[src/hw/rtl/pkdf_pkg.sv]
// shared types and constants for the per-key tick filter
package pkdf_pkg;
    localparam logic [63:0] FNV_BASIS = 64'hCBF29CE484222325;
    localparam logic [63:0] FNV_PRIME = 64'h00000100000001B3;
    // the prime is 2^40 plus a 9-bit constant
    localparam int          FNV_PRIME_SH = 40;
    localparam logic [8:0]  FNV_PRIME_LO = 9'h1B3;
    localparam logic [31:0] CNT_MAX   = 32'hFFFFFFFF;

    typedef enum logic [1:0] {
        V_FWD  = 2'd0,
        V_DUP  = 2'd1,
        V_LATE = 2'd2,
        V_UNTR = 2'd3
    } t_verdict;

    typedef struct packed {
        logic [63:0] symbol;
        logic [63:0] price;
        logic [62:0] timestamp;
        logic [63:0] hash;
    } t_job;
endpackage

[src/hw/rtl/pkdf_queue.sv]
// short job queue between front and back
module pkdf_queue
    import pkdf_pkg::*;
(
    input  logic i_clk,
    input  logic i_rst_n,
    input  logic i_push,
    input  t_job i_job,
    input  logic i_pop,
    output logic o_full,
    output logic o_empty,
    output t_job o_job
);
    t_job       r_mem [2];
    logic       r_wp;
    logic       r_rp;
    logic [1:0] r_cnt;

    assign o_full  = (r_cnt == 2'd2);
    assign o_empty = (r_cnt == 2'd0);
    assign o_job   = r_mem[r_rp];

    always_ff @(posedge i_clk) begin
        if (i_push) r_mem[r_wp] <= i_job;
        if (!i_rst_n) begin
            r_wp  <= 1'b0;
            r_rp  <= 1'b0;
            r_cnt <= '0;
        end else begin
            if (i_push) r_wp <= ~r_wp;
            if (i_pop)  r_rp <= ~r_rp;
            r_cnt <= r_cnt + {1'b0, i_push} - {1'b0, i_pop};
        end
    end
endmodule

[config.mk]
export PLATFORM = sky130hd
export DESIGN_NAME = pkdf_queue
export DESIGN_NICKNAME = d
export VERILOG_FILES = /design/src/hw/rtl/pkdf_pkg.sv /design/src/hw/rtl/pkdf_queue.sv
export SDC_FILE = /design/constraint.sdc
export NUM_CORES = 1
export LEC_CHECK = 0
export BUFFER_PORTS_ARGS = -buffer_cell sky130_fd_sc_hd__buf_2
export CORE_AREA = 2 2 200 202
export CTS_BUF_LIST = sky130_fd_sc_hd__clkbuf_4 sky130_fd_sc_hd__clkbuf_8
export DETAILED_ROUTE_END_ITERATION = 8
export DIE_AREA = 0 0 202 204
export PLACE_DENSITY = 0.85
export RECOVER_POWER = 100
export SYNTH_ARGS = -nofsm -noshare
export SYNTH_HDL_FRONTEND = slang
export SYNTH_SLANG_ARGS = --single-unit
[constraint.sdc]
create_clock -name i_clk -period 27.2 [get_ports i_clk]
set_clock_uncertainty 0.15 [all_clocks]
set_input_delay 2.72 -clock i_clk [delete_from_list [all_inputs] [get_ports i_clk]]
set_output_delay 2.72 -clock i_clk [all_outputs]
set_load 0.01 [all_outputs]
; ---- Word level (Yosys, flattened, before mapping)
; Memories as Yosys holds them, arrays and structs flattened. A register that Yosys moved wholly into a read port is not among the register bits.
; Index checks and enable logic that the tools add are counted.
[op_classes]
n_reduce_logical = 1
muxes = 4
eq_ne = 1
bitwise_logic = 2
addsub = 2
[op_table]
columns = op, count
row1 = 1-bit two-way mux, 4
row2 = 2-bit by 1-bit adder with 2-bit output, 1
row3 = 2-bit equality test (second input constant), 1
row4 = 2-bit logical NOT, 1
row5 = 1-bit NOT, 2
row6 = 2-bit by 1-bit subtractor with 2-bit output, 1
[totals]
wordCells = 14
reg_bits = 4
mem_count = 1
ram_bits = 510
input_bits = 259
[memory_table]
columns = memory, depth, width, read_ports, rd_clocked_by_memory_dff, wr, line
row1 = r_mem, 2, 255, 1, 1, 1, pkdf_queue.sv:14  ; t_job r_mem [2];

; ---- Depth between registers and ports, before layout
[depth]
word_depth = 3
mapped_depth = 6

; ---- Worst setup path before layout
; Ideal clock, no wire load.
[synth_path]
path_type = input to register
startpoint = input port i_push
endpoint = register r_wp
setup_ps = 110
cell_stages = 2
t_required_ps = 26940
setup_slack_ps = 12372
t_arrival_ps = 14567
path_cell_list = nor2b_1 -> o21a_1
[synth_lines]
columns = item, line
row1 = from (decl), pkdf_queue.sv:7  ; input logic i_push,
row2 = to (signal assigned), pkdf_queue.sv:30  ; if (i_push) r_wp <= ~r_wp;
row3 = to (decl), pkdf_queue.sv:15  ; logic r_wp;

; ---- Final worst setup path
[layout_path]
startpoint = input port i_push
endpoint = memory r_mem[0][61] (netlist bit) (enable)
[layout_between]
elab_chain_cells = 2
[layout_rtl]
columns = item, line
row1 = 1-bit two-way mux, pkdf_queue.sv:24  ; if (i_push) r_mem[r_wp] <= i_job;
row2 = 1-bit two-way mux (implied by the code), pkdf_queue.sv:24
row3 = to (decl), pkdf_queue.sv:14
; Every way passes these cells.

==> impl_metrics.env <==
export IMPL_status="complete, but fails checks"
export IMPL_violations="max-capacitance violations, max-slew violations"
export IMPL_crit_type="input port to flip-flop"
export IMPL_rows=73
export IMPL_drt_met1_wl_um=14200
export IMPL_power_density_nw_per_um2=76.0
export IMPL_layout_setup_ws_ns=13.16
export IMPL_ir_drop_mv=0.0628
export IMPL_synth_xor_area_share=0.00167
export IMPL_drv_slew=785
export IMPL_wl_met2_um=20700
export IMPL_yosysMostFrequentCell="edfxtp_1"
export IMPL_power_frac_comb=0.096
export IMPL_overflow=0
export IMPL_grt_usage=0.189
export IMPL_switching_share=0.226
export IMPL_worstPathArrival_ns=14.01
export IMPL_setup_viol_count_final=0
export IMPL_drive_above_1_share=0.341
export IMPL_cap_violations=11
export IMPL_core_area_um2=39200
export IMPL_post_drt_wl_per_cell_um=20.5
export IMPL_cts_buffers=82
export IMPL_p_seq_frac=0.544
export IMPL_ys_warnings_count=0
export IMPL_antenna_found_initial=4
export IMPL_synth_seq_area_share=0.821
export IMPL_rsz0062_at_grt="false"
export IMPL_startpoint_type="input port"
export IMPL_clkSlewWorstSetupHoldPaths_ns=0.06
export IMPL_worst_slew_pin_slew_ns=9.06
export IMPL_post_cts_resized=0
export IMPL_start_util=0.479
export IMPL_clock_power_share=0.360
export IMPL_cp_required_ns=27.17
export IMPL_fin_tns_setup_ns=0
export IMPL_vias=9906
export IMPL_htree_levels=3
export IMPL_yosys_top_cells_area="edfxtp_1 82%, mux2_2 15%, clkbuf_8 1.6%"
export IMPL_crit_family="buffers and inverters"
export IMPL_synth_fa_ha_area_frac=0.00133
export IMPL_die_x_um=202
export IMPL_ios=516
export IMPL_cp_max_fo=163
export IMPL_cts_root_buffer="clkbuf_8"
export IMPL_dpl_worst_slack_ns=21.36
export IMPL_maxUsedRoutingLayer="met5"
export IMPL_period_share=0.516
export IMPL_synth_top_family_by_area="multiplexers"
export IMPL_crit_chain="clkbuf_1 > nor2b_1 > clkbuf_1 > clkbuf_1"
export IMPL_ys_ff_latch=515
export IMPL_synth_top_cell_area_share=0.815
export IMPL_grt_pass1_wl_um=58400
export IMPL_remaining_drc_errors=0
export IMPL_r2r_setup_slack_ns=15.12
export IMPL_hold_class="flip-flop to flip-flop"
export IMPL_dominantRegCellSynth="edfxtp_1"
export IMPL_insertion_delay_ns=0.62
export IMPL_end_kind="flip-flop"
export IMPL_grt_pass1_vias=10600
export IMPL_crit_path_top_delay_cell="clkbuf_1"
export IMPL_p_leak_nw=7.65
export IMPL_drt_total_wl_um=40600
export IMPL_wl_met3_um=3570
export IMPL_critPathBufInv=3
export IMPL_die_h_um=204
export IMPL_crit_path_max_incr_delay_ns=6.38
export IMPL_fin_crit_ns=14.04
export IMPL_cts_hold_buf=0
export IMPL_gp_congestion=0.917
export IMPL_cts_tree="built"
export IMPL_numPortBuffers=515
export IMPL_synth_compound_area_frac=0.000400
export IMPL_critPathMostFrequentCell="clkbuf_1"
export IMPL_nNetsFinal=1654
export IMPL_finalHoldViolCount=0
export IMPL_relSlewSlack=-5.04
export IMPL_hold_slack_ns=0.417
export IMPL_netlist_area_um2=18800
export IMPL_synth_mux_area_frac=0.153
export IMPL_drt_iter0_drc=555
export IMPL_syn_nets=1075
export IMPL_syn_inst=814
export IMPL_total_power_mw=1.73
export IMPL_switchingPower_mw=0.390
export IMPL_max_freq_mhz=71.2
export IMPL_grt_max_degree=164
export IMPL_synth_avg_cell_area_um2=23.1
export IMPL_synth_commonest_cells="510 x edfxtp_1, 255 x mux2_2, 22 x clkbuf_8, 6 x buf_6, 5 x dfxtp_1"
export IMPL_ant_nets=0
export IMPL_cts_setup_buffers=0
export IMPL_synth_edf_count=510
export IMPL_synthArstFlopShare=0
export IMPL_synth_simple_area_share=0.00286
export IMPL_cell_internal_pwr_mw=1.34
export IMPL_synth_cell_types=13
export IMPL_viasPerCell=5.01
export IMPL_dieArea_um2=41200
export IMPL_firstDrtPassIters=5
export IMPL_synth_top_cell_by_area="edfxtp_1"
export IMPL_hpwl_um=27300
export IMPL_cts_buffer_depth=3
export IMPL_area_growth_pct=21.2
export IMPL_cts_sinks=515
[worst paths after layout]
path / cells past startpoint / endpoint / start
hold / removal: 2 / flip-flop / r_rp
setup reg to reg: 3 / r_mem[0][61] / r_wp
setup / recovery: 4 / r_mem[0][61] / i_push
hold reg to reg: 2 / flip-flop / r_rp
[cell usage in the layout (no fill, tap or decap), drive strengths merged]
cell type | netlist | layout
xor2 | 1 | 1
mux2 | 255 | 255
xnor3 | 1 | 1
buf | 6 | 129
ha | 2 | 2
diode | 0 | 3
nor2 | 1 | 1
clkbuf | 22 | 509
edfxtp | 510 | 510
and2 | 4 | 4
bufinv | 0 | 1
o21a | 1 | 1
clkinv | 0 | 21
dfxtp | 5 | 5
inv | 2 | 6
nor2b | 4 | 4
[registers in the layout, summed over array words and instances, names as in the netlist, named ones only]
register	flops
r_mem	510
r_cnt	2
r_rp	1
r_wp	1
[power groups by stage]
stage	Sequential (mW)	Combinational [mW]	Clock [mW]
2_1_floorplan	0.955	0.106	0
3_3_place_gp	0.948	0.170	0
3_5_place_dp	0.950	0.175	0
4_1_cts	0.934	0.176	0.641
5_1_grt	0.944	0.179	0.673
6_report	0.941	0.166	0.623
[per-layer routing]
layer,global-route usage,vias up
li1,-,4429
met5,0,-
met4,0.119,2
met2,0.329,513
met3,0.0606,131
met1,0.199,4831
[kinds of logic (layout without fill, tap and decap cells)]
logic type | count (synthesis) | in the layout
compound gates | 1 | 1
xor+xnor | 2 | 2
fa+ha+maj | 2 | 2
buf+inv | 30 | 666
flops | 515 | 515
mux | 255 | 255
other cells | 0 | 3
simple gates | 9 | 9
[stage by stage]
step           cell area (um^2)  cells  utilization
2_1_floorplan             18800    814            -
3_3_place_gp              21700   1834        0.555
3_5_place_dp              21700   1834        0.555
4_1_cts                   23300   1975        0.594
5_1_grt                   22800   1978        0.581
6_report                  22800   1978        0.581
[layout make-up]
cell class / instances / area, um^2
repair buffers: 523 / 2120
well taps: 525 / 657
flip-flops and latches: 515 / 15400
multi-input cells: 269 / 2990
clock inverters: 26 / 160
inverters: 2 / 7.51
clock buffers: 115 / 1400
fillers: 3024 / 16400
diodes: 3 / 7.51
[worst register-to-register path: stages (launching register included)]
cell,delay [ns]
dfxtp_1,0.31
nor2b_1,1.54
clkbuf_1,6.38
clkbuf_1,3.16
No activity file was read; power rests on OpenSTA's default activity.
