--- src/hw/rtl/pkdf_pkg.sv ---
// shared types and constants for the per-key tick filter
package pkdf_pkg;
    localparam logic [63:0] FNV_BASIS = 64'hCBF29CE484222325;
    localparam logic [63:0] FNV_PRIME = 64'h00000100000001B3;
    // the prime is 2^40 plus a 9-bit constant
    localparam int          FNV_PRIME_SH = 40;
    localparam logic [8:0]  FNV_PRIME_LO = 9'h1B3;
    localparam logic [31:0] CNT_MAX   = 32'hFFFFFFFF;

    typedef enum logic [1:0] {
        V_FWD  = 2'd0,
        V_DUP  = 2'd1,
        V_LATE = 2'd2,
        V_UNTR = 2'd3
    } t_verdict;

    typedef struct packed {
        logic [63:0] symbol;
        logic [63:0] price;
        logic [62:0] timestamp;
        logic [63:0] hash;
    } t_job;
endpackage

--- src/hw/rtl/pkdf_front.sv ---
// front end: accepts ticks and hashes the symbol one byte per cycle
module pkdf_front
    import pkdf_pkg::*;
(
    input  logic        i_clk,
    input  logic        i_rst_n,
    input  logic        i_start,
    input  logic [63:0] i_symbol,
    input  logic [63:0] i_price,
    input  logic [62:0] i_timestamp,
    input  logic        i_q_full,
    output logic        o_busy,
    output logic        o_push,
    output t_job        o_job
);
    typedef enum logic [1:0] {S_IDLE, S_HASH, S_PUSH} t_state;

    t_state      r_state;
    logic [2:0]  r_byte;
    logic [63:0] r_hash;
    logic [63:0] r_sym;
    logic [63:0] r_price;
    logic [62:0] r_ts;
    logic [63:0] n_hash;
    logic [63:0] w_mix;
    logic [7:0]  w_byte;

    // multiply by the prime as a 40-bit shift plus a small constant product
    always_comb begin
        w_byte = r_sym[r_byte*8 +: 8];
        w_mix  = r_hash ^ {56'd0, w_byte};
        n_hash = (w_mix << FNV_PRIME_SH) + 64'(w_mix * FNV_PRIME_LO);
    end

    assign o_busy = (r_state != S_IDLE);
    assign o_push = (r_state == S_PUSH) && !i_q_full;
    assign o_job  = '{symbol: r_sym, price: r_price, timestamp: r_ts, hash: r_hash};

    always_ff @(posedge i_clk) begin
        if (!i_rst_n) begin
            r_state <= S_IDLE;
            r_byte  <= '0;
        end else begin
            unique case (r_state)
                S_IDLE: begin
                    if (i_start) begin
                        r_sym   <= i_symbol;
                        r_price <= i_price;
                        r_ts    <= i_timestamp;
                        r_hash  <= FNV_BASIS;
                        r_byte  <= '0;
                        r_state <= S_HASH;
                    end
                end
                S_HASH: begin
                    r_hash <= n_hash;
                    r_byte <= r_byte + 3'd1;
                    if (r_byte == 3'd7) r_state <= S_PUSH;
                end
                S_PUSH: begin
                    if (!i_q_full) r_state <= S_IDLE;
                end
                default: r_state <= S_IDLE;
            endcase
        end
    end
endmodule

--- config.mk ---
export PLATFORM = sky130hd
export DESIGN_NAME = pkdf_front
export DESIGN_NICKNAME = d
export VERILOG_FILES = /design/src/hw/rtl/pkdf_pkg.sv /design/src/hw/rtl/pkdf_front.sv
export SDC_FILE = /design/constraint.sdc
export NUM_CORES = 1
export LEC_CHECK = 0
export BUFFER_PORTS_ARGS = -buffer_cell sky130_fd_sc_hd__buf_2
export CORE_AREA = 3 3 371 190
export CTS_CLUSTER_SIZE = 20
export DETAILED_ROUTE_END_ITERATION = 12
export DIE_AREA = 0 0 374 193
export GPL_ROUTABILITY_DRIVEN = 0
export PLACE_DENSITY = 0.53
export SLEW_MARGIN = 20
export SYNTH_ARGS = -nofsm -noshare
export SYNTH_HDL_FRONTEND = slang
export SYNTH_SLANG_ARGS = --single-unit
--- constraint.sdc ---
create_clock -name i_clk -period 12 [get_ports i_clk]
set_input_delay 1.2 -clock i_clk [delete_from_list [all_inputs] [get_ports i_clk]]
set_output_delay 1.2 -clock i_clk [all_outputs]
set_load 0.01 [all_outputs]
**Word level (Yosys, flattened, before mapping)**

Cells that the tools add are included.

- Multiply operators: 1
- Reductions and logical operators: 9
- Shifts and indexed selects: 1
- Add/sub/neg operators: 2
- Divide/modulo/power cells: 0
- Magnitude comparators: 0
- Eq/ne operators: 6
- Bitwise gates (word level): 1
- Mux-type cells: 8

Operators by type and width:

| operator | number |
|---|---|
| case mux 64 bit (2 select lines) | 1 |
| adder 64 bit | 1 |
| multiplier 64 x 9 -> 64 bit, second input constant | 1 |
| two-way mux 64 bit | 1 |
| variable part select 64 x 7 -> 8 bit | 1 |
| bitwise XOR 64 x 8 -> 64 bit | 1 |
| AND reduction 3 bit | 3 |
| two-way mux 2 bit | 3 |
| inequality test 2 bit, second input constant | 3 |
| case mux 2 bit (3 select lines) | 1 |
| case mux 3 bit (2 select lines) | 1 |
| nonzero test 2 bit | 2 |
| adder 3 x 1 -> 3 bit, second input constant | 1 |
| == test 3 bit, second input constant | 1 |
| two-way mux 3 bit | 1 |
| == test 2 x 1 -> 1 bit, second input constant | 1 |
| == test 2 bit, second input constant | 1 |
| zero test 2 bit | 1 |
| AND reduction 2 bit | 1 |
| logical AND 1 bit | 1 |
| zero test 1 bit | 1 |

- Memory bits (read-only): 0
- Input port bits: 195
- Latch bits: 0
- Memories: 0
- Output and inout bits: 257
- Register bits after elaboration: 260
- Memory bits (writable): 0

**Depth between registers and ports, before layout**

- Depth after elaboration: 5
- Depth in mapped cells: 23
- Mapped depth without buffers: 21

**Worst setup path after synthesis**

No wires, ideal clock.

- Kind: in2reg
- From: in i_rst_n
- To: reg r_price[0], enable pin
- Data required time: 11249 ps
- Setup time: 751 ps
- Arrival time: 9266 ps
- Path slack: 1982 ps
- Buffers on the path: 0
- Stages on the path: 2
- Cells stage by stage: nand2_1 > nor2_1

- Word-level cells in the longest chain between the ends: 1

Ends and longest elaborated chain:

| what | line | source |
|---|---|---|
| from (decl) | pkdf_front.sv:6 | `input logic i_rst_n,` |
| AND reduction 3 bit (no source line) | -- |  |
| to (signal assigned) | pkdf_front.sv:48 | `r_price <= i_price;` |
| to (decl) | pkdf_front.sv:22 | `logic [63:0] r_price;` |

Every way passes these cells.
A chain may end at the register's enable or synchronous reset.

**Worst setup path after layout**

- From: reg r_byte[0]
- To: reg r_hash[62], data pin

- Word-level cells in the longest chain between the ends: 5

Ends and longest elaborated chain:

| what | line | source |
|---|---|---|
| from (decl) | pkdf_front.sv:19 | `logic [2:0] r_byte;` |
| from (signal assigned) | pkdf_front.sv:57 | `r_byte <= r_byte + 3'd1;` |
| variable part select 64 x 7 -> 8 bit (*) | pkdf_front.sv:30 | `w_byte = r_sym[r_byte*8 +: 8];` |
| bitwise XOR 64 x 8 -> 64 bit (*) | pkdf_front.sv:31 | `w_mix = r_hash ^ {56'd0, w_byte};` |
| multiplier 64 x 9 -> 64 bit | pkdf_front.sv:32 | `n_hash = (w_mix << FNV_PRIME_SH) + 64'(w_mix * FNV_PRIME_LO);` |
| adder 64 bit (*) | pkdf_front.sv:32 |  |
| case mux 64 bit (2 select lines) (*) | pkdf_front.sv:44 | `unique case (r_state)` |
| to (signal assigned) | pkdf_front.sv:56 | `r_hash <= n_hash;` |
| to (decl) | pkdf_front.sv:20 | `logic [63:0] r_hash;` |

Mark *: on every way between the ends. The rest lies on a longest branch, timed or not.

==> out/qor.txt <==
CRITICAL PATH
----------------------------------------------------------------------------------------------------
Maximum single-stage delay on the critical path                                               780 ps
Worst reg2reg startpoint                                                                   r_byte[0]
Buf+Inv Stages, Crit Path                                                                          2
Crit end category                                                                          flip-flop
Start point of the critical path                                                           r_byte[0]
Worst Path Arrival                                                                           7850 ps
Worst path required time                                                                   12,340 ps
Setup CP Type                                                                             reg -> reg
Category of the worst setup path launch point                                              flip-flop
Most frequent cell on the critical path                                                 sky130_fd_sc_hd__ha_1
Cell class contributing the biggest share of worst-path delay                            adder cells
Slowest stage cell, crit path                                                           sky130_fd_sc_hd__o31ai_2
Maximum fanout along the worst path                                                               19
Cells along the critical path                                                           mux4_2 -> mux2i_1 -> xor2_1 -> inv_1 -> ha_1 -> xor2_1 -> ha_1 -> a21oi_1 -> fa_1 -> fa_1 -> inv_1 -> ha_1 -> ha_1 -> nand2_1 -> or3_1 -> a21oi_1 -> and4b_1 -> o31ai_2 -> a31oi_1 -> o311a_1

CLOCK TREE
----------------------------------------------------------------------------------------------------
Post-CTS Hold Fix Bufs                                                                             0
CTS Root Buffer Type                                                                    sky130_fd_sc_hd__clkbuf_16
TritonCTS clock tree                                                                             yes
Number of setup buffers added after CTS                                                            0
Htree depth                                                                                        1
Buffer levels on the longest clock path                                                            3
Number of clock sinks                                                                            260
Clock-pin slew reported for the worst setup and hold paths after clock tree synthesis          60 ps
Num CTS Buffers                                                                                   29
Resized Gates After CTS                                                                            0
Clock latency on the worst-skew pair                                                          600 ps

ROUTING
----------------------------------------------------------------------------------------------------
Number of DRC markers after the initial detailed-route iteration                               1,018
Detail-routed net length per standard cell                                                   21.0 µm
Detailed-routing iteration count for the pre-antenna-repair pass                                   5
# DRC                                                                                              0
Via count                                                                                     14,300
WL final                                                                                   64,000 µm
Post-route antenna net violation count                                                             0
Post-DR vias/cell                                                                               4.70

SYNTH
----------------------------------------------------------------------------------------------------
Total standard cell area after synthesis                                                  0.0202 mm²
Post-synthesis cell type count                                                                    68
Fraction of synthesized area in multiplexers                                                   2.48%
Share of async-settable or async-resettable flops after synthesis                                 0%
Top cells by area in the synthesized netlist                                            sky130_fd_sc_hd__edfxtp_1 (38%), sky130_fd_sc_hd__fa_1 (23%), sky130_fd_sc_hd__ha_1 (11%), sky130_fd_sc_hd__inv_1 (6.0%), sky130_fd_sc_hd__a21oi_1 (2.3%)
Area share of the leading cell type in the synthesized netlist                                 38.0%
Area share of and/or/nand/nor cells after synthesis                                            7.04%
Number of warnings issued by yosys                                                                 0
Combinational family with the most area after synthesis                                  adder cells
Share of synthesized cell area in full adder, half adder and majority cells                    34.2%
Number of standard cells after synthesis                                                       1,681
Synth Area per Inst                                                                         12.0 µm²
Most common flop cell mapped by yosys                                                   sky130_fd_sc_hd__edfxtp_1
Sequential fraction of the synthesis area                                                      38.5%
Parity-gate share of the synthesized area counting xor and xnor cells                          3.39%
Number of enable-type register cells in the synthesized netlist                                  255
Count of state elements after synthesis                                                          260
Compound-Gate Fraction of Synth Area                                                           7.64%
Post-Synthesis Net Count                                                                       2,287
Cell accounting for the most synthesized area                                           sky130_fd_sc_hd__edfxtp_1

DIE
----------------------------------------------------------------------------------------------------
Ports placed on the boundary                                                                     452
Initial cell density of the core                                                               30.1%
Die Width                                                                                     374 µm
Number of cell rows                                                                               67
Core area                                                                                 0.0670 mm²
Die ar.                                                                                   0.0722 mm²
Height of the die                                                                             193 µm

GRT
----------------------------------------------------------------------------------------------------
Global-route wire length before repair                                                     94,200 µm
Total congestion overflow after global routing                                                     0
GRT Total Usage                                                                                17.2%
Maximum number of pins on one net before global-route repair                                     169
Initial antenna violation count                                                                   14
Number of global-route vias before repair                                                     14,900

STA
----------------------------------------------------------------------------------------------------
Period utilisation layout                                                                      62.6%
Setup repair after global routing missed its margin                                            false
Final Hold Violating Endpoints                                                                     0
Slew @ Worst Pin                                                                             1070 ps
Final setup violation count                                                                        0
Maximum clock frequency                                                                    0.133 GHz
Post-Route Setup TNS                                                                            0 ps
Clock Skew                                                                                   25.9 ps
Final number of max-transition violations                                                          0
Minimum clock period after layout                                                            7510 ps
Relative slew slack                                                                            28.9%

CELLS AND AREA
----------------------------------------------------------------------------------------------------
Synthesis-to-layout area growth                                                                21.2%
Proportion of layout cells with a drive suffix above 1                                         25.0%
Net count, final                                                                               2,733
Final Util                                                                                     36.5%

RUN
----------------------------------------------------------------------------------------------------
Max Cap Viol                                                                                       0

MIN PATH
----------------------------------------------------------------------------------------------------
Min-Delay Path Class                                                                      reg -> reg
Worst hold start                                                                          r_state[0]

PLACE
----------------------------------------------------------------------------------------------------
Final HPWL from detailed placement                                                         54,300 µm
Number of buffers inserted by port buffering                                                     451

OUTCOME
----------------------------------------------------------------------------------------------------
Outcome                                                                                 finished clean

[area by class of cell]
class                   instances  area, µm²
flip-flops and latches        260       7760
clock buffers                  35        748
fillers                      6657      42500
repair buffers                455       2300
multi-input cells            1057      11100
well taps                     897       1120
inverters                     324       1220
diodes                          3       7.51
clock inverters                18        248
[metal layers]
layer / part of all wire, % / GRT usage, % / up-vias
li1: - / - / 6596
met1: 42 / 22.8 / 7149
met2: 49 / 29.7 / 466
met3: 6.4 / 3.48 / 102
met4: 2.2 / 3.51 / 22
met5: 0.22 / 0 / -
[stage by stage]
step / cells / hold WS, ps / setup slack (ps) / area [µm²]
after floorplan: 1681 / 557 / 1980 / 20200
after global placement: 2993 / 624 / 4300 / 23500
after detailed placement: 2993 / 626 / 4100 / 23500
after CTS: 3046 / 642 / 4090 / 24400
after global routing: 3047 / 696 / 4060 / 24500
final: 3049 / 642 / 4490 / 24500
[worst reg2reg max path, cell delays in order, from the launching register on]
cell                      delay, ps
sky130_fd_sc_hd__dfxtp_2        710
sky130_fd_sc_hd__mux4_2         590
sky130_fd_sc_hd__mux2i_1        190
sky130_fd_sc_hd__xor2_1         530
sky130_fd_sc_hd__inv_1          150
sky130_fd_sc_hd__ha_1           380
sky130_fd_sc_hd__xor2_1         170
sky130_fd_sc_hd__ha_1           200
sky130_fd_sc_hd__a21oi_1        200
sky130_fd_sc_hd__fa_1           470
sky130_fd_sc_hd__fa_1           490
sky130_fd_sc_hd__inv_1           40
sky130_fd_sc_hd__ha_1           270
sky130_fd_sc_hd__ha_1           390
sky130_fd_sc_hd__nand2_1        120
sky130_fd_sc_hd__or3_1          390
sky130_fd_sc_hd__a21oi_1        210
sky130_fd_sc_hd__and4b_1        270
sky130_fd_sc_hd__o31ai_2        780
sky130_fd_sc_hd__a31oi_1        330
sky130_fd_sc_hd__o311a_1        400
[cells in the final DEF (no fill, tap or decap), types with 9 or more instances in the layout]
cell / synthesis / final
sky130_fd_sc_hd__ha_1: 177 / 177
sky130_fd_sc_hd__o21a_1: 9 / 9
sky130_fd_sc_hd__mux4_2: 16 / 16
sky130_fd_sc_hd__and2_1: 11 / 10
sky130_fd_sc_hd__nor2b_1: 14 / 13
sky130_fd_sc_hd__buf_2: 4 / 451
sky130_fd_sc_hd__inv_1: 324 / 324
sky130_fd_sc_hd__nand2_1: 81 / 81
sky130_fd_sc_hd__o21ai_0: 50 / 50
sky130_fd_sc_hd__a21oi_1: 91 / 91
sky130_fd_sc_hd__edfxtp_1: 255 / 255
sky130_fd_sc_hd__or2_2: 9 / 9
sky130_fd_sc_hd__nor2_1: 79 / 78
sky130_fd_sc_hd__a21o_1: 18 / 18
sky130_fd_sc_hd__nand4_1: 26 / 26
sky130_fd_sc_hd__a31oi_1: 15 / 15
sky130_fd_sc_hd__xnor2_1: 43 / 43
sky130_fd_sc_hd__o21bai_1: 12 / 12
sky130_fd_sc_hd__clkbuf_16: 0 / 29
sky130_fd_sc_hd__nor3_1: 26 / 26
sky130_fd_sc_hd__fa_1: 234 / 234
sky130_fd_sc_hd__nand3_1: 11 / 11
sky130_fd_sc_hd__xor2_1: 35 / 35
sky130_fd_sc_hd__mux2i_1: 14 / 14
[logic make-up (layout without fill, tap and decap cells)]
family | Yosys count | in the layout
xor gates and xnor gates | 78 | 78
and+or+nand+nor | 292 | 292
buffers and inverters | 364 | 832
other | 0 | 3
adders and majority gates | 411 | 411
muxes | 30 | 30
AOI/OAI and AO/OA | 246 | 246
DFF | 260 | 260
[synthesized netlist by cell type (3+ instances only)]
cell type and n:
sky130_fd_sc_hd__and2_1 11, sky130_fd_sc_hd__nor2b_1 14, sky130_fd_sc_hd__inv_1 324, sky130_fd_sc_hd__o221ai_1 3
sky130_fd_sc_hd__clkbuf_1 35, sky130_fd_sc_hd__or4_1 4, sky130_fd_sc_hd__mux2i_1 14, sky130_fd_sc_hd__nand2b_1 8
sky130_fd_sc_hd__xor2_1 35, sky130_fd_sc_hd__o211ai_1 8, sky130_fd_sc_hd__nor2_1 79, sky130_fd_sc_hd__xnor2_1 43
sky130_fd_sc_hd__a211oi_1 7, sky130_fd_sc_hd__ha_1 177, sky130_fd_sc_hd__or2_2 9, sky130_fd_sc_hd__buf_2 4
sky130_fd_sc_hd__nand4_1 26, sky130_fd_sc_hd__o21ai_0 50, sky130_fd_sc_hd__edfxtp_1 255, sky130_fd_sc_hd__a2111oi_0 3
sky130_fd_sc_hd__a21oi_1 91, sky130_fd_sc_hd__o21a_1 9, sky130_fd_sc_hd__nand2_1 81, sky130_fd_sc_hd__nand3_1 11
sky130_fd_sc_hd__o21bai_1 12, sky130_fd_sc_hd__fa_1 234, sky130_fd_sc_hd__dfxtp_1 5, sky130_fd_sc_hd__mux4_2 16
sky130_fd_sc_hd__nor3_1 26, sky130_fd_sc_hd__and3_1 7, sky130_fd_sc_hd__a31oi_1 15, sky130_fd_sc_hd__a21boi_0 3
sky130_fd_sc_hd__a21o_1 18
[state kept, by name (all words and copies together), names as in the netlist]
signal and flops:
r_hash 64, r_price 64, r_sym 64, r_ts 63, r_byte 3, r_state 2
[final timing paths]
path              cells past startpoint          to  slack (ps)
setup / recovery                     20  r_hash[62]        4490
hold / removal                        2  r_state[0]         640
hold reg to reg                       2  r_state[0]         640
setup reg to reg                     20  r_hash[62]        4490
Power is left out: the tool's default activity adds up to more than one toggle a clock period on the data nets, which glitch-free logic cannot reach.
